--- config.mk ---
export PLATFORM = sky130hd
export DESIGN_NAME = pcu_fifo
export DESIGN_NICKNAME = d
export VERILOG_FILES = /design/src/rtl/core/pcu_pkg.sv /design/src/rtl/core/pcu_fifo.sv
export SDC_FILE = /design/constraint.sdc
export NUM_CORES = 1
export LEC_CHECK = 0
export BUFFER_PORTS_ARGS = -buffer_cell sky130_fd_sc_hd__buf_4
export CAP_MARGIN = 20
export CELL_PAD_IN_SITES_DETAIL_PLACEMENT = 1
export CELL_PAD_IN_SITES_GLOBAL_PLACEMENT = 1
export CORE_UTILIZATION = 54
export DETAILED_ROUTE_END_ITERATION = 10
export PLACE_DENSITY_LB_ADDON = 0.2
export SLEW_MARGIN = 20
export SYNTH_ARGS = -nofsm -noshare
export SYNTH_HDL_FRONTEND = slang
export SYNTH_SLANG_ARGS = --single-unit
--- constraint.sdc ---
create_clock -name clk_i -period 4.6 [get_ports clk_i]
set_clock_uncertainty 0.05 [all_clocks]
set_input_delay 0.46 -clock clk_i [delete_from_list [all_inputs] [get_ports clk_i]]
set_output_delay 0.46 -clock clk_i [all_outputs]
set_load 0.005 [all_outputs]
--- src/rtl/core/pcu_pkg.sv ---
// Shared types and constants of the polygon centroid unit.
package pcu_pkg;

  // Fixed field and datapath widths.
  localparam int unsigned CoordW    = 16;
  localparam int unsigned CountW    = 11;
  localparam int unsigned ProdW     = 32;
  localparam int unsigned EdgeW     = 33;
  localparam int unsigned SumW      = 17;
  localparam int unsigned MomProdW  = SumW + EdgeW;
  localparam int unsigned AreaW     = 43;
  localparam int unsigned AreaOutW  = 42;
  localparam int unsigned MomW      = 58;
  localparam int unsigned DenW      = 45;
  localparam int unsigned StatusW   = 2;
  localparam int unsigned InDataW   = 32;
  localparam int unsigned OutDataW  = 88;
  localparam int unsigned QueueDepth = 4;

  // Kind of a queued edge word.
  typedef enum logic {
    KIND_EDGE,
    KIND_FINISH
  } pcu_kind_e;

  // Result status codes.
  typedef enum logic [StatusW-1:0] {
    STATUS_OK        = 2'd0,
    STATUS_ZERO_AREA = 2'd1,
    STATUS_DROPPED   = 2'd2,
    STATUS_SATURATED = 2'd3
  } pcu_status_e;

  // Divider sequencer states.
  typedef enum logic [1:0] {
    DIV_IDLE,
    DIV_RUN,
    DIV_DONE
  } pcu_div_state_e;

  // One edge handed from the front end to the back end.
  typedef struct packed {
    pcu_kind_e               kind;
    logic [CoordW-1:0]       x0;
    logic [CoordW-1:0]       y0;
    logic [CoordW-1:0]       x1;
    logic [CoordW-1:0]       y1;
    logic [CountW-1:0]       count;
    logic                    dropped;
  } pcu_edge_t;

  // Divider control from the back end.
  typedef struct packed {
    logic start;
    logic ack;
  } pcu_div_ctl_t;

  // Divider results and status.
  typedef struct packed {
    logic            busy;
    logic            done;
    logic [MomW-1:0] qx_mag;
    logic [MomW-1:0] qy_mag;
    logic            neg_x;
    logic            neg_y;
  } pcu_div_res_t;

endpackage

--- src/rtl/core/pcu_fifo.sv ---
// Short queue of edge words between the front end and the back end.
module pcu_fifo (
  input  logic               clk_i,
  input  logic               rst_ni,
  input  logic               push_i,
  input  pcu_pkg::pcu_edge_t data_i,
  output logic               full_o,
  input  logic               pop_i,
  output logic               valid_o,
  output pcu_pkg::pcu_edge_t data_o
);
  import pcu_pkg::*;

  localparam int unsigned PtrW = $clog2(QueueDepth);
  localparam int unsigned CntW = $clog2(QueueDepth + 1);

  pcu_edge_t         mem_q [QueueDepth];
  logic [PtrW-1:0]   wr_ptr_q, rd_ptr_q;
  logic [CntW-1:0]   fill_q;

  assign full_o  = (fill_q == CntW'(QueueDepth));
  assign valid_o = (fill_q != '0);
  assign data_o  = mem_q[rd_ptr_q];

  // Pointers and fill level.
  always_ff @(posedge clk_i or negedge rst_ni) begin
    if (!rst_ni) begin
      wr_ptr_q <= '0;
      rd_ptr_q <= '0;
      fill_q   <= '0;
    end else begin
      if (push_i) begin
        wr_ptr_q <= wr_ptr_q + 1'b1;
      end
      if (pop_i) begin
        rd_ptr_q <= rd_ptr_q + 1'b1;
      end
      if (push_i && !pop_i) begin
        fill_q <= fill_q + 1'b1;
      end else if (!push_i && pop_i) begin
        fill_q <= fill_q - 1'b1;
      end
    end
  end

  // Storage.
  always_ff @(posedge clk_i) begin
    if (push_i) begin
      mem_q[wr_ptr_q] <= data_i;
    end
  end

`ifndef NO_ASSERTIONS
  // The front end never writes into a full queue.
  a_no_overrun: assert property (@(posedge clk_i) disable iff (!rst_ni)
    push_i |-> !full_o)
    else $error("edge queue overrun");

  // The back end never reads an empty queue.
  a_no_underrun: assert property (@(posedge clk_i) disable iff (!rst_ni)
    pop_i |-> valid_o)
    else $error("edge queue underrun");
`endif

endmodule

==> run summary, run 1 <==
Max-cap violations in this run came to 0. The final hold violation count came out at 0. The mean instance size in the synthesized netlist is 26.3 µm².

The tools report the total area of multi-input combinational cells as 1950 µm². The worst register-to-register path begins at wr_ptr_q[1]. Setup repair after global routing left no endpoint under its margin.

The final worst slack is 1.50 ns, and the number of flops mapped to enable cells by yosys is 308. Tracing the worst setup path back leads to its startpoint at rd_ptr_q[0]. The share of flip-flops with an asynchronous set or reset after synthesis works out to 2.22%. CTS built an H-tree with a depth of 2. In this run the cell area of the synthesized design comes to 11,500 µm².

Buffers added to address setup during post-CTS repair amount to 0. The horizontal die dimension is 148 µm. The setup check on the worst reg-to-reg path leaves a slack of 2.26 ns. The commonest cells after synthesis are edfxtp_1, mux4_2, buf_2, dfrtp_1, ha_1. Prior to clock tree synthesis, the placed netlist has a worst setup slack of 1.96 ns. The tools report the die outline area as 21,900 µm². The worst min-delay path category was input pin to flip-flop. Along the worst path, the maximum fanout reaches 35.

The pin count of the biggest net entering global routing is 54. Once placement completed, the tool counted placed cells totaling 861. The number of I/O port buffers works out to 159.

Data on the critical path is required at its endpoint by 4.09 ns. The critical path ends at data_o[4]. Share of layout cells above drive strength 1: 46.0%.

Among all flip-flop cells after synthesis, the most frequent one is edfxtp_1. Measured in cells, the most critical reg-to-reg path has a length of 4. For the starting density of the core, the log shows 54.9%. The final critical delay including setup and external delays was 3.10 ns; the areal power density over the cells was 641 nW/µm².

Synthesized net count: 524. For this run, the detailed router's first-pass iteration total came to 4. The critical path start-end classification is flip-flop to output pin. Routability-driven placement finished with a final weighted congestion of 0.672.

The run gives 0.00485 µW as the cell leakage power. The share of the Yosys chip area taken by registers is 81.9%. The cell count after synthesis came out at 437. The detailed router placed 5,165 vias in this run. The most frequent cell after synthesis was edfxtp_1. The run gives 0 as the number of inserted diodes. The endpoint identified for the worst register-to-register timing path is mem_q[1][48]. Counting flops and latches in the post-synthesis netlist gives 315.

The number of DRC markers after the initial detailed-route iteration is 224, and the distinct cell type count after synthesis is 20. The cell accounting for the most synthesized area was edfxtp_1. TritonCTS built the clock tree. In this run, post-CTS repair resized a total of 0 instances. The sequential cell area in the final layout is 9430 µm². Dividing the final minimum period by the clock period gives 67.3%. In the final routed layout, each cell accounts on average for 24.5 µm.

For this run the aggregate overflow at the end of global routing stands at 0. At the end of the flow, the number of nets in the layout was 710. The number of buffers added to fix hold violations after cts is 1, and the relative slew slack is 44.4%.

Setup violations remaining at the end of the flow were counted as 0. During synthesis, Yosys emitted a total of 0 warnings. The first global-routing pass estimated 34.3 mm of wire. The tools report the startpoint type of the worst setup path as a flip-flop. The number of placement rows is 53. For the via count of the first global-routing pass, the log shows 5,908.

The post-DP HPWL is 13.8 mm. The root cell of the clock tree is clkbuf_16. The flow ran to the end, and the final reports show no timing, DRC or antenna violations.

For the largest voltage drop on the vdd net, the log shows 0.358 mV. Summing internal, switching and leakage power gives 9020 µW. The non-filler instance count after layout was 916; the initial antenna violation count was 0. The die is 148 µm tall. Summed over all layers, the routed wires come to 22.4 mm.

After filler insertion, the fill cell instance count of the layout stands at 1,667. The logs give 315 for the sink count of the clock tree and 0 ns for the final-layout setup total negative slack. TritonCTS created 34 clock buffers. The run gives 0 as the number of antenna-violating nets in the routed design.

The run gives 21.6% as the total routing resource utilization after global routing. For this run, the top clock speed supported by timing is 323 MHz. After detailed routing, the number of vias per cell comes to 5.64. The logs give 160 for the number of I/O pins and 0.50 ns for the latest clock arrival within the worst-skew pair.

After clock tree synthesis, the clock-pin slew on the worst setup and hold paths is 0.06 ns. After synthesis, the largest area contributor takes up 80.4% of total cell area. From synthesis to final layout, the design area changed by 22.3%.

For the final-report max-slew violation count, the log shows 0. Ranked by total cell area, the synthesized netlist is headed by edfxtp_1, mux4_2, dfrtp_1, ha_1, buf_12. STA puts the critical path data arrival time at 2.59 ns. The core outline area is 21,000 µm².

The maximum count of clock buffers along a single path was 3. The worst setup path is captured at an output pin. After detailed routing, the number of remaining DRC violations is 0. At the pin with the least slew margin, the transition time is 0.834 ns.
[per-layer routing]
metal,vias to the layer above,share of wire (%),GRT usage (%)
li1,2240,-,-
met4,0,1.5,6.13
met1,2752,40,27.1
met2,151,53,37.6
met5,-,0,0
met3,22,5.3,5.00
[worst max-delay path: stages (launching register included)]
cell and delay [ns]:
dfrtp_4 0.88, buf_4 0.46, mux4_2 0.57, buf_4 0.15
[how the worst min path moves through the flow]
stage | from | end | slack [ns] | depth (start not counted)
after global routing | data_i[53] | mem_q[3][53] | 0.09 | 1
after detailed placement | rst_ni | rd_ptr_q[0] | 0.23 | 1
final | pop_i | rd_ptr_q[0] | 0.10 | 2
after floorplan | rst_ni | fill_q[0] | 0.11 | 0
after CTS | pop_i | rd_ptr_q[0] | 0.08 | 2
after global placement | rst_ni | rd_ptr_q[0] | 0.23 | 1
[cell type report]
cell class / instances / area share [%]
flip-flops and latches: 315 / 67.0
multi-input cells: 100 / 13.8
repair buffers: 168 / 9.13
clock buffers: 45 / 6.94
well taps: 275 / 2.45
clock inverters: 9 / 0.507
inverters: 4 / 0.107
[registers in the layout, summed over array words and instances (netlist names)]
signal	cells
mem_q	308
wr_ptr_q	2
fill_q	3
rd_ptr_q	2
[layout by cell type (no fill, tap or decap), types with 3 or more instances in the layout]
cell       netlist  final
edfxtp_1       308    308
buf_4            4    166
mux4_2          77     77
clkbuf_16        0     37
clkbuf_1         4      6
ha_1             5      5
dfrtp_1          7      5
inv_1            4      4
and2_4           0      4
xor2_1           4      4
clkinv_1         0      4
clkinv_2         0      3
[cells by family (layout without fill, tap and decap cells)]
kind of cell               count (synthesis)  in the layout  share of synthesized area [%]
muxes                                     78             78                           15.2
buffers and inverters                     22            226                           1.27
adders and majority gates                  6              6                          0.718
xor gates and xnor gates                   6              6                          0.457
DFF                                      315            315                           81.9
AOI/OAI and AO/OA                          1              1                         0.0435
and+or+nand+nor                            9              9                          0.435
[stage by stage]
stage / hold WS (ns) / util (%) / cell area [µm²]
global placement: 0.227 / 62.0 / 13000
detailed placement: 0.233 / 62.1 / 13000
finish: 0.105 / 67.1 / 14100
global route: 0.0918 / 67.1 / 14100
CTS: 0.0823 / 67.1 / 14100
floorplan: 0.114 / - / 11500
[power by group]
group / internal [µW] / switching, µW / total (µW)
sequential: 3760 / 290 / 4060
combinational: 1360 / 1070 / 2430
clock: 1540 / 997 / 2530
total: 6660 / 2360 / 9020
No activity file was read; power rests on OpenSTA's default activity.
==> inputs of run 2 (changes only) <==
ABC_AREA = 1   (was unset)
CORE_UTILIZATION = 42   (was 54)
clock period = 2.5 ns   (was 4.6 ns; I/O delays follow)
==> run summary, run 2 <==
The flow ran to the end, and the final reports show no timing, DRC or antenna violations. For the worst hold slack across all endpoints, the log shows 0.0577 ns (-0.0472 ns). The cell sitting at the root of the clock tree is a clkbuf_16. The sink count of the clock tree came out at 315 (unchanged).

The number of storage elements in the synthesis netlist is 315 (unchanged), and the relative slew slack is 67.1% (+23 points). The distinct cell type count after synthesis was 19 (-5.0%). The synthesized net count is 1,034 (+97%), and the horizontal die dimension is 175 µm (+18%). Reg-to-reg setup timing slack: 0.57 ns (-1.69 ns).

The worst-path maximum fanout was 40 (+14%); the final-report max-slew violation count was 0 (unchanged). The total area of multi-input combinational cells came out at 2220 µm² (+14%). The routability congestion estimate from global placement came out at 0.718 (+6.7%). Routed length per placed instance: 17.8 µm (-27%). The total overflow reported by the global router was 0 (unchanged); the transition time of the tightest slew-check pin was 0.493 ns (-0.341 ns). Critical path required time: 2.20 ns (-1.89 ns). Setup repair after global routing left no endpoint under its margin. The startpoint type of the worst setup path is a flip-flop.

TritonCTS built the clock tree. The logs give 75.1% (-6.8 points) for the sequential cell area fraction in the yosys report and 62 (+17%) for the number of placement rows. edfxtp_1 takes more of the synthesized area than any other cell.

The run gives 28.4 mm (+27%) as the wire length reported by the detailed router. The core outline area came out at 29,000 µm² (+38%). The largest voltage drop on the vdd net was 0.793 mV (+120%). The critical path start-end classification is flip-flop to output pin.

The logs give 0 (unchanged) for the number of inserted diodes and 43.2% (-12 points) for the starting density of the core. For the number of nets in the finished design, the log shows 1,275 (+80%). The share of flip-flops with an asynchronous set or reset after synthesis was 2.22% (unchanged). In this run the worst hold path is classified as input pin to asynchronous set/reset pin. The flip-flop count of the largest register after layout is 308 (unchanged). The logs give 35 (+2.9%) for the TritonCTS buffer count and 0 (unchanged) for the count of unresolved DRC violations after routing. The number of antenna-violating nets in the routed design came out at 0 (unchanged). The run gives 55.7% (-11 points) as the core utilization of the finished layout. By area the synthesized netlist is led by edfxtp_1, o211ai_1, nand2_1, inv_1, buf_2. For the sequential cell area in the final layout, the log shows 9430 µm² (unchanged).

The leading cell type in the layout, fill and taps excluded was edfxtp_1. The via count of the first global-routing pass is 8,438 (+43%). More flip-flops sit in one register than any other, and that register is mem_q. Counting I/O delays and the setup requirement, the final critical path takes 2.37 ns.

The first-pass GRT wire length is 45.0 mm (+31%). The post-DP HPWL was 16.2 mm (+18%); the pin count of the biggest net entering global routing was 79 (+46%). The cell leakage power was 0.00644 µW (+33%); the mean instance size in the synthesized netlist was 13.2 µm² (-50%). The final-layout setup total negative slack came out at 0 ns (unchanged).

In the layout the commonest cells are edfxtp_1, nand2_1, buf_4. The total number of vias was 7,906 (+53%). The number of vias per cell after detailed routing works out to 4.94 (-12%). The logs give 30,600 µm² (+40%) for the die outline area and 12,500 µm² (+9.0%) for the netlist area before placement. The clock edge transition at the registers on the reported setup and hold paths works out to 0.06 ns (about the same).

The total routing resource utilization after global routing came out at 19.0% (-2.6 points). Number of fill cells in the layout: 2,919 (+75%). The non-filler instance count after layout was 1,599 (+75%); the share of layout cells above drive strength 1 was 19.0% (-27 points). The final critical-path share of the clock period works out to 95.0%. The number of I/O pins is 160 (unchanged).

The most frequent cell after synthesis was edfxtp_1. In the final layout, the registers with the most flip-flops are mem_q x308, fill_q x3. For the synthesis warning total, the log shows 0 (unchanged).

Final hold violation count: 0 (unchanged). The number of DRC markers after the initial detailed-route iteration is 458 (+100%), and the first-pass iteration count of the detailed router is 4 (unchanged). The die height was 175 µm (+18%). The areal power density over the cells was 1140 nW/µm² (+78%).

For the cell count after placement, the log shows 1,455 (+69%). The number of flops mapped to enable cells by yosys is 308 (unchanged), and the synthesis-to-finish area growth is 28.9%. The post-synthesis cell count was 947 (+120%); the number of I/O port buffers was 159 (unchanged).

The total setup violations reported at the end of the flow was 0 (unchanged). Maximum count of clock buffers along a single path: 3 (unchanged). The count of instances resized after the clock tree is built came out at 0 (unchanged). The top cell type's share of synthesized area was 73.7% (-6.6 points). The commonest cells after synthesis are edfxtp_1, nand2_1, inv_1, o211ai_1, buf_2. Based on the critical path, the design can be clocked at up to 421 MHz. The endpoint arrival time on the critical path came out at 2.07 ns (-0.52 ns). The number of levels in the clock H-tree is 2 (unchanged). STA classifies the critical path endpoint as an output pin.

For the initial antenna violation count, the log shows 0 (unchanged). For this run, the leading register cell type out of synthesis is edfxtp_1. The reported max-cap violation count came out at 0 (unchanged). The latest clock arrival within the worst-skew pair came out at 0.51 ns (about the same).
run 2: cell types whose count changed in the layout (fill, tap and decap cells not counted), moves of 3 or more:
cell	before	now
clkinv_2	3	7
clkinv_1	4	7
and2_4	4	0
nand2_1	2	245
buf_12	0	13
clkinvlp_4	0	4
dlygate4sd3_1	1	80
mux4_2	77	0
o211ai_1	0	154
inv_1	4	161
clkbuf_1	6	9
buf_4	166	163
run 2: logic make-up after synthesis:
family,share of synthesized area [%]
buf+inv,7.17
flops,75.1
compound gates,9.26
fa+ha+maj,0.658
simple gates,7.49
xor+xnor,0.279
run 2: metrics by stage:
step	power (µW)	instance area, µm²	worst slack, ns
6_report	18500	16200	0.126
3_3_place_gp	13400	14300	0.582
4_1_cts	18800	16200	0.118
2_1_floorplan	10600	12600	0.219
3_5_place_dp	13600	14300	0.552
5_1_grt	19500	16200	0.00179
run 2: worst paths after layout:
kind,from,to,cells past startpoint
min in group clk_i,data_i[52],mem_q[3][52],2
worst max-delay path,rd_ptr_q[0],data_o[65],5
worst max register to register,wr_ptr_q[0],mem_q[0][58],5
worst min register to register,fill_q[2],fill_q[2],2
worst min-delay path,rst_ni,wr_ptr_q[0],2
max in group asynchronous,rst_ni,rd_ptr_q[1],2
run 2: final cells by class:
class / count / area share, %
Sequential cell: 315 / 58.3
Timing Repair Buffer: 256 / 14.1
Multi-Input combinational cell: 414 / 13.7
Clock buffer: 45 / 5.78
Inverter: 166 / 3.95
Tap cell: 384 / 2.97
Clock inverter: 19 / 1.09
run 2: timing repair:
action	CTS	global route
endpoints found under the hold margin	319	0
buffers inserted	0	0
endpoints found under the setup margin	0	0
hold buffers	80	0
run 2: worst max-delay path, stage by stage (launching register included):
cell and delay (ns):
dfrtp_4 0.68, buf_4 0.44, nand2_1 0.11, o211ai_1 0.11, nand2_1 0.09, buf_4 0.14
run 2: layer usage:
metal | wire length, µm | share of wire, % | up-vias | global-route usage [%]
met5 | 0 | 0 | - | 0
met2 | 14700 | 52 | 187 | 34.4
li1 | - | - | 3776 | -
met1 | 11800 | 41 | 3901 | 23.7
met3 | 1370 | 4.8 | 42 | 2.81
met4 | 534 | 1.9 | 0 | 4.78
run 2: power breakdown:
group	internal [µW]	switching, µW
sequential	6910	340
clock	2960	2000
combinational	2640	3620
