## config.mk

```make
export PLATFORM = sky130hd
export DESIGN_NAME = pcu_front
export DESIGN_NICKNAME = d
export VERILOG_FILES = /design/src/rtl/core/pcu_pkg.sv /design/src/rtl/core/pcu_front.sv
export SDC_FILE = /design/constraint.sdc
export NUM_CORES = 1
export LEC_CHECK = 0
export ABC_CLOCK_PERIOD_IN_PS = 8700
export BUFFER_PORTS_ARGS = -buffer_cell sky130_fd_sc_hd__buf_2
export CELL_PAD_IN_SITES_DETAIL_PLACEMENT = 1
export CELL_PAD_IN_SITES_GLOBAL_PLACEMENT = 1
export CORE_UTILIZATION = 40
export CTS_CLUSTER_SIZE = 16
export DETAILED_ROUTE_END_ITERATION = 6
export PLACE_DENSITY = 0.7
export RECOVER_POWER = 100
export SKIP_LAST_GASP = 1
export SYNTH_ARGS = -nofsm -noshare
export SYNTH_HDL_FRONTEND = slang
export SYNTH_SLANG_ARGS = --single-unit
```

## constraint.sdc

```tcl
create_clock -name clk_i -period 8.7 [get_ports clk_i]
set_input_delay 0.87 -clock clk_i [delete_from_list [all_inputs] [get_ports clk_i]]
set_output_delay 0.87 -clock clk_i [all_outputs]
set_load 0.005 [all_outputs]
```

## src/rtl/core/pcu_pkg.sv

```systemverilog
// Shared types and constants of the polygon centroid unit.
package pcu_pkg;

  // Fixed field and datapath widths.
  localparam int unsigned CoordW    = 16;
  localparam int unsigned CountW    = 11;
  localparam int unsigned ProdW     = 32;
  localparam int unsigned EdgeW     = 33;
  localparam int unsigned SumW      = 17;
  localparam int unsigned MomProdW  = SumW + EdgeW;
  localparam int unsigned AreaW     = 43;
  localparam int unsigned AreaOutW  = 42;
  localparam int unsigned MomW      = 58;
  localparam int unsigned DenW      = 45;
  localparam int unsigned StatusW   = 2;
  localparam int unsigned InDataW   = 32;
  localparam int unsigned OutDataW  = 88;
  localparam int unsigned QueueDepth = 4;

  // Kind of a queued edge word.
  typedef enum logic {
    KIND_EDGE,
    KIND_FINISH
  } pcu_kind_e;

  // Result status codes.
  typedef enum logic [StatusW-1:0] {
    STATUS_OK        = 2'd0,
    STATUS_ZERO_AREA = 2'd1,
    STATUS_DROPPED   = 2'd2,
    STATUS_SATURATED = 2'd3
  } pcu_status_e;

  // Divider sequencer states.
  typedef enum logic [1:0] {
    DIV_IDLE,
    DIV_RUN,
    DIV_DONE
  } pcu_div_state_e;

  // One edge handed from the front end to the back end.
  typedef struct packed {
    pcu_kind_e               kind;
    logic [CoordW-1:0]       x0;
    logic [CoordW-1:0]       y0;
    logic [CoordW-1:0]       x1;
    logic [CoordW-1:0]       y1;
    logic [CountW-1:0]       count;
    logic                    dropped;
  } pcu_edge_t;

  // Divider control from the back end.
  typedef struct packed {
    logic start;
    logic ack;
  } pcu_div_ctl_t;

  // Divider results and status.
  typedef struct packed {
    logic            busy;
    logic            done;
    logic [MomW-1:0] qx_mag;
    logic [MomW-1:0] qy_mag;
    logic            neg_x;
    logic            neg_y;
  } pcu_div_res_t;

endpackage

```

## src/rtl/core/pcu_front.sv

```systemverilog
// Front end: accepts vertices, tracks the first and previous vertex and queues edges.
module pcu_front #(
  parameter int unsigned MAX_VERTICES = 1024,
  parameter int unsigned COORD_WIDTH  = 16
) (
  input  logic                       clk_i,
  input  logic                       rst_ni,
  input  logic                       s_valid_i,
  output logic                       s_ready_o,
  input  logic [pcu_pkg::CoordW-1:0] vertex_x_i,
  input  logic [pcu_pkg::CoordW-1:0] vertex_y_i,
  input  logic                       last_i,
  input  logic                       full_i,
  output logic                       push_o,
  output pcu_pkg::pcu_edge_t         entry_o
);
  import pcu_pkg::*;

  localparam int unsigned ExtW = CoordW - COORD_WIDTH;
  localparam logic [CountW-1:0] MaxCount = CountW'(MAX_VERTICES);

  logic signed [CoordW-1:0] x_sh, y_sh, x_ext, y_ext;
  logic [CoordW-1:0] first_x_q, first_x_d, first_y_q, first_y_d;
  logic [CoordW-1:0] prev_x_q, prev_x_d, prev_y_q, prev_y_d;
  logic [CountW-1:0] count_q, count_d;
  logic              ovf_q, ovf_d;
  logic              pend_q, pend_d;
  pcu_edge_t         pend_entry_q, pend_entry_d;
  pcu_edge_t         edge_entry;
  logic              accept, drop, edge_push;

  // Take the low COORD_WIDTH bits of each coordinate as two's complement.
  assign x_sh  = vertex_x_i << ExtW;
  assign y_sh  = vertex_y_i << ExtW;
  assign x_ext = x_sh >>> ExtW;
  assign y_ext = y_sh >>> ExtW;

  assign s_ready_o = !pend_q && !full_i;
  assign accept    = s_valid_i && s_ready_o;
  assign drop      = (count_q >= MaxCount);
  assign edge_push = accept && !drop && (count_q != '0);

  // Edge from the previous vertex to the new one.
  always_comb begin
    edge_entry         = '0;
    edge_entry.kind    = KIND_EDGE;
    edge_entry.x0      = prev_x_q;
    edge_entry.y0      = prev_y_q;
    edge_entry.x1      = x_ext;
    edge_entry.y1      = y_ext;
    edge_entry.count   = count_q;
    edge_entry.dropped = ovf_q;
  end

  assign push_o  = edge_push || (pend_q && !full_i);
  assign entry_o = pend_q ? pend_entry_q : edge_entry;

  // Polygon state update; the final vertex leaves a closing word pending.
  always_comb begin
    first_x_d    = first_x_q;
    first_y_d    = first_y_q;
    prev_x_d     = prev_x_q;
    prev_y_d     = prev_y_q;
    count_d      = count_q;
    ovf_d        = ovf_q;
    pend_d       = pend_q;
    pend_entry_d = pend_entry_q;
    if (pend_q && !full_i) begin
      pend_d = 1'b0;
    end
    if (accept) begin
      if (drop) begin
        ovf_d = 1'b1;
      end else begin
        if (count_q == '0) begin
          first_x_d = x_ext;
          first_y_d = y_ext;
        end
        prev_x_d = x_ext;
        prev_y_d = y_ext;
        count_d  = count_q + 1'b1;
      end
      if (last_i) begin
        pend_d               = 1'b1;
        pend_entry_d.kind    = KIND_FINISH;
        pend_entry_d.x0      = prev_x_d;
        pend_entry_d.y0      = prev_y_d;
        pend_entry_d.x1      = first_x_d;
        pend_entry_d.y1      = first_y_d;
        pend_entry_d.count   = count_d;
        pend_entry_d.dropped = ovf_d;
        first_x_d = '0;
        first_y_d = '0;
        prev_x_d  = '0;
        prev_y_d  = '0;
        count_d   = '0;
        ovf_d     = 1'b0;
      end
    end
  end

  // State registers.
  always_ff @(posedge clk_i or negedge rst_ni) begin
    if (!rst_ni) begin
      first_x_q <= '0;
      first_y_q <= '0;
      prev_x_q  <= '0;
      prev_y_q  <= '0;
      count_q   <= '0;
      ovf_q     <= 1'b0;
      pend_q    <= 1'b0;
    end else begin
      first_x_q <= first_x_d;
      first_y_q <= first_y_d;
      prev_x_q  <= prev_x_d;
      prev_y_q  <= prev_y_d;
      count_q   <= count_d;
      ovf_q     <= ovf_d;
      pend_q    <= pend_d;
    end
  end

  // Pending closing word needs no reset.
  always_ff @(posedge clk_i) begin
    pend_entry_q <= pend_entry_d;
  end

`ifndef NO_ASSERTIONS
  // A final vertex always returns the polygon count to zero.
  a_last_clears: assert property (@(posedge clk_i) disable iff (!rst_ni)
    (accept && last_i) |=> (count_q == '0))
    else $error("vertex count not cleared after final vertex");
`endif

endmodule

```

==> results.json, run 1 <==
{
  "yosys.area.top_type": "edfxtp_1",
  "fp.dieArea_sq_um": 18700,
  "power.density_nw_per_um2": 242,
  "antennaDiodeCount": 0,
  "wl_per_cell_um": 20.1,
  "tightestPinTransition_ns": 4.51,
  "grt_overflow": 0,
  "start_kind": "register",
  "grt_first_pass_wirelength_um": 28300,
  "antenna_left": 0,
  "path_clk_slew_ns": 0.06,
  "gr-usage-met3_pct": 5.15,
  "cts_root_buffer": "clkbuf_16",
  "min_path_type": "reg -> reg",
  "core_area_sq_um": 17500,
  "synthCells": 559,
  "clock_latency_ns": 0.43,
  "violations": "max-capacitance violations, max-slew violations",
  "finalSetupViolCount": 0,
  "cp_max_fo": 40,
  "post-route-min-period_ns": 5.40,
  "grt_max_degree": 85,
  "netlist_top_cells_area": "edfxtp_1, dfrtp_1, mux2_2",
  "clock.fmax_mhz": 185,
  "drive_gt1_share_pct": 34.0,
  "grt_pass1_vias": 5153,
  "drc": 0,
  "netlist_area_sq_um": 7240,
  "postCtsSetupBuffers": 0,
  "antenna_found_initial": 0,
  "grt_use_total_pct": 20.5,
  "synth-edff-count": 76,
  "synth.distinct_cells": 36,
  "slew_headroom_pct": -201,
  "drtIter0Drc": 271,
  "rows": 48,
  "cts_sinks": 153,
  "grt-busiest-layer": "met2",
  "cts-resized-gates": 0,
  "cts.path.max_buffers": 2,
  "path_class": "reg -> out",
  "arrival_ns": 4.53,
  "start_util_pct": 41.4,
  "io-pin-count": 116,
  "cap_violations": 5,
  "ys_warn_count": 0,
  "fillerInstances": 1822,
  "outcome": "finished with violations",
  "vias_per_cell": 5.44,
  "ys_seq_elements": 153,
  "areaGrowthSynthToFinish_pct": 17.1,
  "place_ws_ns": 5.31,
  "synth-seq-area-share_pct": 58.1,
  "synth_nets": 598,
  "port_buffers": 115,
  "end_kind": "output port",
  "vias": 4840,
  "slew_viol_final": 283,
  "cts_tree": "yes",
  "final_hold_viol_count": 0,
  "synth_top_area_share_pct": 31.5,
  "htree_levels": 4,
  "p_leak_uw": 0.00363,
  "peakVddDrop_uv": 244,
  "synthArstFlopShare_pct": 50.3,
  "dpl.hpwl_um": 11100,
  "drt_pass1_iterations": 4,
  "required_ns": 7.83,
  "synth_flop_cell": "dfrtp_1",
  "fin_ws_ns": 3.30,
  "wl_um": 17900,
  "dieHeight_um": 137,
  "final_nets": 691,
  "setup_tns_ns": 0,
  "numCtsBuffers": 17,
  "hold_buffers": 0,
  "synth.avg_cell_area_sq_um": 13.0,
  "routabilityCongestion": 0.749,
  "rsz0062_at_grt": "false",
  "finClkSkew_ns": 0.0105,
  "grtUsageMet2_pct": 33.5,
  "fin_crit_sh_pct": 62.0,
  "met1_usage_pct": 27.0,
  "die_w_um": 137,
  "fin_util_pct": 48.5
}
[flip-flops by register name (all words and copies together) (netlist names)]
signal and count:
pend_entry_q 76, first_x_q 16, first_y_q 16, prev_x_q 16
prev_y_q 16, count_q 11, ovf_q 1, pend_q 1
[cells in the mapped netlist (4+ instances only)]
cell / instances
a31oi_1: 4
inv_1: 5
nor2_1: 5
nand3_1: 46
dfrtp_1: 77
a22o_1: 31
edfxtp_1: 76
o31ai_1: 5
buf_2: 15
clkbuf_1: 24
o21ai_0: 10
nand2_1: 80
mux2_2: 138
xnor2_1: 6
and4_1: 4
[stage by stage]
stage / std cells / power [uW] / instance area, sq um / hold WS (ns)
3_5_place_dp: 858 / 1320 / 7960 / 0.474
3_3_place_gp: 858 / 1300 / 7960 / 0.464
4_1_cts: 890 / 2070 / 8550 / 0.487
2_1_floorplan: 559 / 1180 / 7240 / 0.451
6_report: 890 / 2050 / 8480 / 0.486
5_1_grt: 890 / 2140 / 8480 / 0.520
[layer usage]
metal	routed length, um	vias to the layer above
met1	8030	2455
met4	175	0
met2	8890	134
met5	0	-
li1	-	2237
met3	812	14
[layout by cell type (no fill, tap or decap), types with 4 or more instances in the layout]
cell and instances:
dfrtp_1 77, nor2_1 5, o31ai_1 5, nand3_1 46, and4_1 4, nand2_1 79, clkbuf_8 5, a31oi_1 4
mux2_1 33, xnor2_1 6, mux2_2 105, a22o_1 31, clkbuf_16 17, edfxtp_1 76, clkbuf_1 35, buf_2 82
o21ai_0 11
[cells by family after synthesis]
| family | count (synthesis) | share of synthesized area, % |
|---|---|---|
| buffers and inverters | 49 | 2.87 |
| AOI/OAI and AO/OA | 59 | 6.05 |
| adders and majority gates | 2 | 0.345 |
| xor gates and xnor gates | 9 | 1.09 |
| and+or+nand+nor | 149 | 10.1 |
| DFF | 153 | 58.1 |
| muxes | 138 | 21.5 |
[final timing paths]
path	cells after the start	start	endpoint	slack (ns)
worst max-delay path	5	count_q[10]$_DFFE_PN0N_	push_o	3.30
worst min-delay path	2	prev_y_q[0]$_DFFE_PN0N_	prev_y_q[0]$_DFFE_PN0N_	0.49
worst max register to register	5	pend_q$_DFF_PN0_	count_q[9]$_DFFE_PN0N_	3.42
worst min register to register	2	prev_y_q[0]$_DFFE_PN0N_	prev_y_q[0]$_DFFE_PN0N_	0.49
max in group asynchronous	1	rst_ni	prev_y_q[4]$_DFFE_PN0N_	4.09
min in group asynchronous	1	rst_ni	count_q[5]$_DFFE_PN0N_	2.02
[critical path: stages (launching register included)]
cell	delay [ns]
dfrtp_1	1.07
inv_1	0.43
nand4_1	1.59
a31oi_1	0.79
nor2_1	0.09
clkbuf_2	0.13
[power breakdown]
group	switching [uW]	total (uW)	leakage, uW	internal [uW]
combinational	175	375	0.00161	200
clock	287	746	0.000289	459
sequential	63.5	927	0.00173	864
total	525	2050	0.00363	1520
[layout make-up]
cell class	instances	area (sq um)	area share, %
timing repair buffer	118	556	6.55
multi-input combinational	357	2820	33.2
sequential	153	4210	49.6
tap	225	282	3.32
inverter	5	20.0	0.236
clock inverter	7	90.1	1.06
clock buffer	25	505	5.96
Power figures use the tool's default switching activity.
==> run 2: changes to the inputs <==
- ABC_CLOCK_PERIOD_IN_PS: 8700 -> 4700
- PLACE_DENSITY: 0.7 -> 0.73
- clock period: 8.7 -> 4.7 ns (I/O delays scaled with it)
==> results.json, run 2 (synthesis results as in run 1) <==
{
  "cp_max_fo": 41,
  "post-route-min-period_ns": 3.73,
  "place_ws_ns": 1.45,
  "cts_sinks": 153,
  "reg2reg_from": "pend_q$_DFF_PN0_",
  "wl_per_cell_um": 20.5,
  "rsz0062_at_grt": "false",
  "drive_gt1_share_pct": 34.7,
  "final_hold_viol_count": 0,
  "clock_latency_ns": 0.43,
  "cts_root_buffer": "clkbuf_16",
  "start_kind": "register",
  "cap_violations": 4,
  "rows": 48,
  "core_area_sq_um": 17500,
  "finClkSkew_ns": 0.0100,
  "hold_buffers": 0,
  "vias": 4957,
  "postPlaceCellArea_sq_um": 7960,
  "finalSetupViolCount": 0,
  "fillerInstances": 1823,
  "antenna_found_initial": 0,
  "dpl.hpwl_um": 11400,
  "instances_no_fill": 891,
  "wl_um": 18300,
  "cts_tree": "yes",
  "antenna_left": 0,
  "regMostFlops": "pend_entry_q",
  "mostFrequentLayoutCell": "mux2_2",
  "grt_first_pass_wirelength_um": 29700,
  "fin_crit_sh_pct": 79.3,
  "drt_pass1_iterations": 4,
  "numCtsBuffers": 17,
  "setup_tns_ns": 0,
  "vias_per_cell": 5.56,
  "slew_headroom_pct": -43.1,
  "placed_cells_incl_taps": 859,
  "port_buffers": 115,
  "p_leak_uw": 0.00368,
  "io-pin-count": 116,
  "fp.dieArea_sq_um": 18700,
  "routabilityCongestion": 0.750,
  "peakVddDrop_uv": 284,
  "slew_viol_final": 245,
  "final_cell_mix": "mux2_2, buf_2, nand2_1",
  "path_class": "reg -> reg",
  "cts.path.max_buffers": 2,
  "required_ns": 4.66,
  "fin_ws_ns": 0.972,
  "dieHeight_um": 137,
  "reg2reg_depth": 4,
  "path_clk_slew_ns": 0.06,
  "grt_max_degree": 81,
  "violations": "max-capacitance violations, max-slew violations",
  "cts-resized-gates": 0,
  "design_area_sq_um": 8590,
  "largest_reg_flops": 76,
  "areaGrowthSynthToFinish_pct": 18.6,
  "min_path_type": "in -> reg",
  "power.density_nw_per_um2": 467,
  "clock.fmax_mhz": 268,
  "end_kind": "register",
  "die_w_um": 137,
  "antennaDiodeCount": 0,
  "cp-startpoint": "pend_q$_DFF_PN0_",
  "outcome": "finished with violations",
  "start_util_pct": 41.4,
  "tightestPinTransition_ns": 2.15,
  "regToRegSetupSlack_ns": 0.97,
  "grt_pass1_vias": 5304,
  "grt_overflow": 0,
  "final_nets": 692,
  "crit_end": "pend_entry_q[45]$_DFFE_PP_",
  "worstReg2RegEnd": "pend_entry_q[45]$_DFFE_PP_",
  "regArea_sq_um": 4210,
  "htree_levels": 4,
  "multi_input_area_sq_um": 2830,
  "drtIter0Drc": 255,
  "grt_use_total_pct": 21.1,
  "arrival_ns": 3.69,
  "whs_ns": 0.304,
  "postCtsSetupBuffers": 0,
  "drc": 0
}
[run 2: cell types whose count changed in the layout (fill, tap and decap cells not counted), sizes merged]
cell      change
clkinvlp      -1
clkbuf        -5
bufinv        +5
clkinv        +2
inv           +1
buf           -1
[run 2: per-stage QoR]
step / total power (uW) / util (%)
floorplan: 2180 / -
global placement: 2400 / 45.6
detailed placement: 2440 / 45.6
CTS: 4060 / 49.5
global route: 4180 / 49.2
finish: 4010 / 49.2
[run 2: critical path, cell delays in order (launching register included)]
cell	delay, ns
dfrtp_4	0.44
nor3b_1	0.08
nand2_1	0.16
clkinvlp_2	1.52
clkbuf_2	1.00
[run 2: how the worst min path moves through the flow]
stage	from	end	slack (ns)	cells after the start
4_1_cts	rst_ni	first_x_q[9]$_DFFE_PN0N_	0.27	1
5_1_grt	full_i	pend_q$_DFF_PN0_	0.31	3
3_5_place_dp	prev_x_q[9]$_DFFE_PN0N_	prev_x_q[9]$_DFFE_PN0N_	0.48	2
6_report	full_i	pend_q$_DFF_PN0_	0.30	3
2_1_floorplan	rst_ni	count_q[0]$_DFFE_PN0N_	0.17	0
3_3_place_gp	prev_x_q[7]$_DFFE_PN0N_	prev_x_q[7]$_DFFE_PN0N_	0.46	2
[run 2: routing by layer]
layer	up-vias	GRT usage (%)	share of wire, %
met2	97	36.4	52
met4	0	6.98	1.2
met3	15	3.59	3.4
met1	2602	27.0	44
met5	-	0	0
li1	2243	-	-
[run 2: power breakdown]
group | internal, uW | switching (uW) | leakage [uW] | total [uW]
Clock | 1060 | 553 | 0.000335 | 1610
Combinational | 353 | 347 | 0.00161 | 700
Sequential | 1600 | 100 | 0.00173 | 1700
Total | 3010 | 1000 | 0.00368 | 4010
[run 2: area by class of cell]
cell class / count / share of cell area, %
clock buffers: 18 / 5.11
inverters: 5 / 0.233
multi-input cells: 357 / 33.0
repair buffers: 119 / 6.47
well taps: 225 / 3.28
clock inverters: 14 / 2.90
flip-flops and latches: 153 / 49.0
==> run 3: changes to the inputs <==
- ABC_AREA: not set -> 1
- ABC_CLOCK_PERIOD_IN_PS: 4700 -> 3400
- CORE_UTILIZATION: 40 -> 39
- PLACE_DENSITY: 0.73 -> 0.76
- clock period: 4.7 -> 3.4 ns (I/O delays scaled with it)
==> results.json, run 3 <==
{
  "rows": 50,
  "largest_reg_flops": 76,
  "grt_pass1_vias": 6290,
  "synthArstFlopShare_pct": 50.3,
  "antenna_found_initial": 0,
  "violations": "max-capacitance violations, max-slew violations",
  "drt_pass1_iterations": 4,
  "synthCells": 890,
  "grt_first_pass_wirelength_um": 32100,
  "regMostFlops": "pend_entry_q",
  "rsz0062_at_grt": "false",
  "cts_tree": "yes",
  "grt_use_total_pct": 20.7,
  "drtIter0Drc": 231,
  "end_kind": "register",
  "fin_util_pct": 46.2,
  "fillerInstances": 2332,
  "min_from": "full_i",
  "drive_gt1_share_pct": 8.65,
  "grt_overflow": 0,
  "htree_levels": 4,
  "io-pin-count": 116,
  "regToRegSetupSlack_ns": 0.74,
  "tightestPinTransition_ns": 1.65,
  "ys_seq_elements": 153,
  "power_frac_seq_pct": 42.6,
  "areaGrowthSynthToFinish_pct": 15.1,
  "drc": 0,
  "slew_headroom_pct": -9.73,
  "antenna_left": 0,
  "final_nets": 1020,
  "clock.fmax_mhz": 376,
  "core_area_sq_um": 18900,
  "routabilityCongestion": 0.753,
  "fin_crit_sh_pct": 78.3,
  "vias": 6025,
  "cp_max_fo": 30,
  "cap_violations": 2,
  "power.switching_uw": 1700,
  "antennaDiodeCount": 0,
  "hold_depth": 3,
  "synth_nets": 929,
  "wl_um": 19400,
  "cts_root_buffer": "clkbuf_16",
  "netlist_area_sq_um": 7580,
  "worstReg2RegEnd": "pend_entry_q[25]$_DFFE_PP_",
  "final_cell_mix": "nand2_1, inv_1, o21ai_0",
  "clkPwrFrac_pct": 34.7,
  "power.density_nw_per_um2": 646,
  "synth_commonest_cells": "nand2_1, inv_1, o21ai_0",
  "clock_latency_ns": 0.43,
  "fp.dieArea_sq_um": 20000,
  "synth.distinct_cells": 23,
  "internal_power_uw": 3930,
  "reg2reg_from": "count_q[0]$_DFFE_PN0N_",
  "setup_tns_ns": 0,
  "numCtsBuffers": 17,
  "outcome": "finished with violations",
  "peakVddDrop_uv": 390,
  "wl_per_cell_um": 15.5,
  "path_class": "reg -> reg",
  "vias_per_cell": 4.80,
  "slew_viol_final": 98,
  "path_clk_slew_ns": 0.06,
  "required_ns": 3.58,
  "port_buffers": 115,
  "synth-seq-area-share_pct": 55.5,
  "synth_top_area_share_pct": 30.1,
  "start_util_pct": 40.1,
  "dpl.hpwl_um": 12100,
  "min_path_type": "in -> reg",
  "postCtsSetupBuffers": 0,
  "synth.avg_cell_area_sq_um": 8.52,
  "ys_warn_count": 0,
  "die_w_um": 141,
  "arrival_ns": 2.84,
  "yosys.area.top_type": "edfxtp_1",
  "dieHeight_um": 141,
  "start_kind": "register",
  "finalSetupViolCount": 0,
  "netSwitchingFraction_pct": 30.2,
  "mostFrequentLayoutCell": "nand2_1",
  "synth_flop_cell": "dfrtp_1",
  "final_hold_viol_count": 0,
  "hold_end": "pend_q$_DFF_PN0_",
  "reg2reg_depth": 8,
  "netlist_top_cells_area": "edfxtp_1, dfrtp_1, nand2_1",
  "hold_buffers": 0,
  "grt_max_degree": 154,
  "comb_power_share_pct": 22.7,
  "synth-edff-count": 76,
  "cts_sinks": 153,
  "p_leak_uw": 0.00389,
  "synth.most_common_cell": "nand2_1",
  "cts.path.max_buffers": 2,
  "post-route-min-period_ns": 2.66,
  "finClkSkew_ns": 0.00921,
  "cts-resized-gates": 0
}
run 3: routing by layer:
layer | wire [um] | track usage, % | up-vias
met1 | 8960 | 26.2 | 2892
met2 | 9470 | 36.0 | 106
li1 | - | - | 3003
met4 | 317 | 6.68 | 0
met5 | 0 | 0 | -
met3 | 634 | 3.81 | 24
run 3: kinds of logic (layout without fill, tap and decap cells):
| logic type | Yosys count | count (layout) | synth area share (%) |
|---|---|---|---|
| AO/OA/AOI/OAI | 152 | 152 | 11.0 |
| AND/OR/NAND/NOR | 378 | 378 | 21.2 |
| adder cells (fa/ha/maj) | 2 | 2 | 0.330 |
| buffers and inverters | 202 | 306 | 11.6 |
| flip-flops | 153 | 153 | 55.5 |
| XOR/XNOR | 3 | 3 | 0.347 |
run 3: cell type report:
type                    instances  area (sq um)  share of cell area [%]
flip-flops and latches        153          4210                    48.3
multi-input cells             535          2460                    28.2
inverters                     152           571                    6.54
repair buffers                122           553                    6.34
clock buffers                  20           457                    5.23
well taps                     260           325                    3.73
clock inverters                12           149                    1.71
run 3: critical path, stage by stage, from the launching register on:
cell and delay, ns:
dfrtp_1 0.44, inv_1 0.12, ha_1 0.15, inv_1 0.04
nor2_1 0.08, nand2_1 0.11, nor2_2 1.04, nand2_1 0.18
and2_0 0.23
run 3: power groups by stage:
stage | combinational (uW) | clock [uW] | sequential (uW)
4_1_cts | 1360 | 1980 | 2400
6_report | 1280 | 1950 | 2400
5_1_grt | 1490 | 2060 | 2430
2_1_floorplan | 955 | 0 | 2390
3_3_place_gp | 1270 | 0 | 2420
3_5_place_dp | 1350 | 0 | 2430
run 3: worst max path at each step:
stage | slack [ns] | start | depth (start not counted) | to
floorplan | 0.07 | pend_q$_DFF_PN0_ | 5 | pend_entry_q[0]$_DFFE_PP_
global placement | 1.24 | count_q[0]$_DFFE_PN0N_ | 10 | push_o
detailed placement | 1.13 | count_q[0]$_DFFE_PN0N_ | 10 | push_o
CTS | 0.64 | count_q[0]$_DFFE_PN0N_ | 10 | push_o
global route | 0.41 | count_q[0]$_DFFE_PN0N_ | 8 | pend_entry_q[41]$_DFFE_PP_
finish | 0.74 | count_q[0]$_DFFE_PN0N_ | 8 | pend_entry_q[25]$_DFFE_PP_
run 3: per-stage QoR:
stage               total power (uW)  worst slack (ns)  instances  cell area [sq um]  hold WS (ns)
floorplan                       3350            0.0654        890               7580        0.0444
global placement                3690              1.24       1222               8280         0.462
detailed placement              3780              1.13       1222               8280         0.467
CTS                             5740             0.639       1254               8890        0.0490
global route                    5980             0.410       1254               8730         0.180
finish                          5630             0.738       1254               8730         0.175
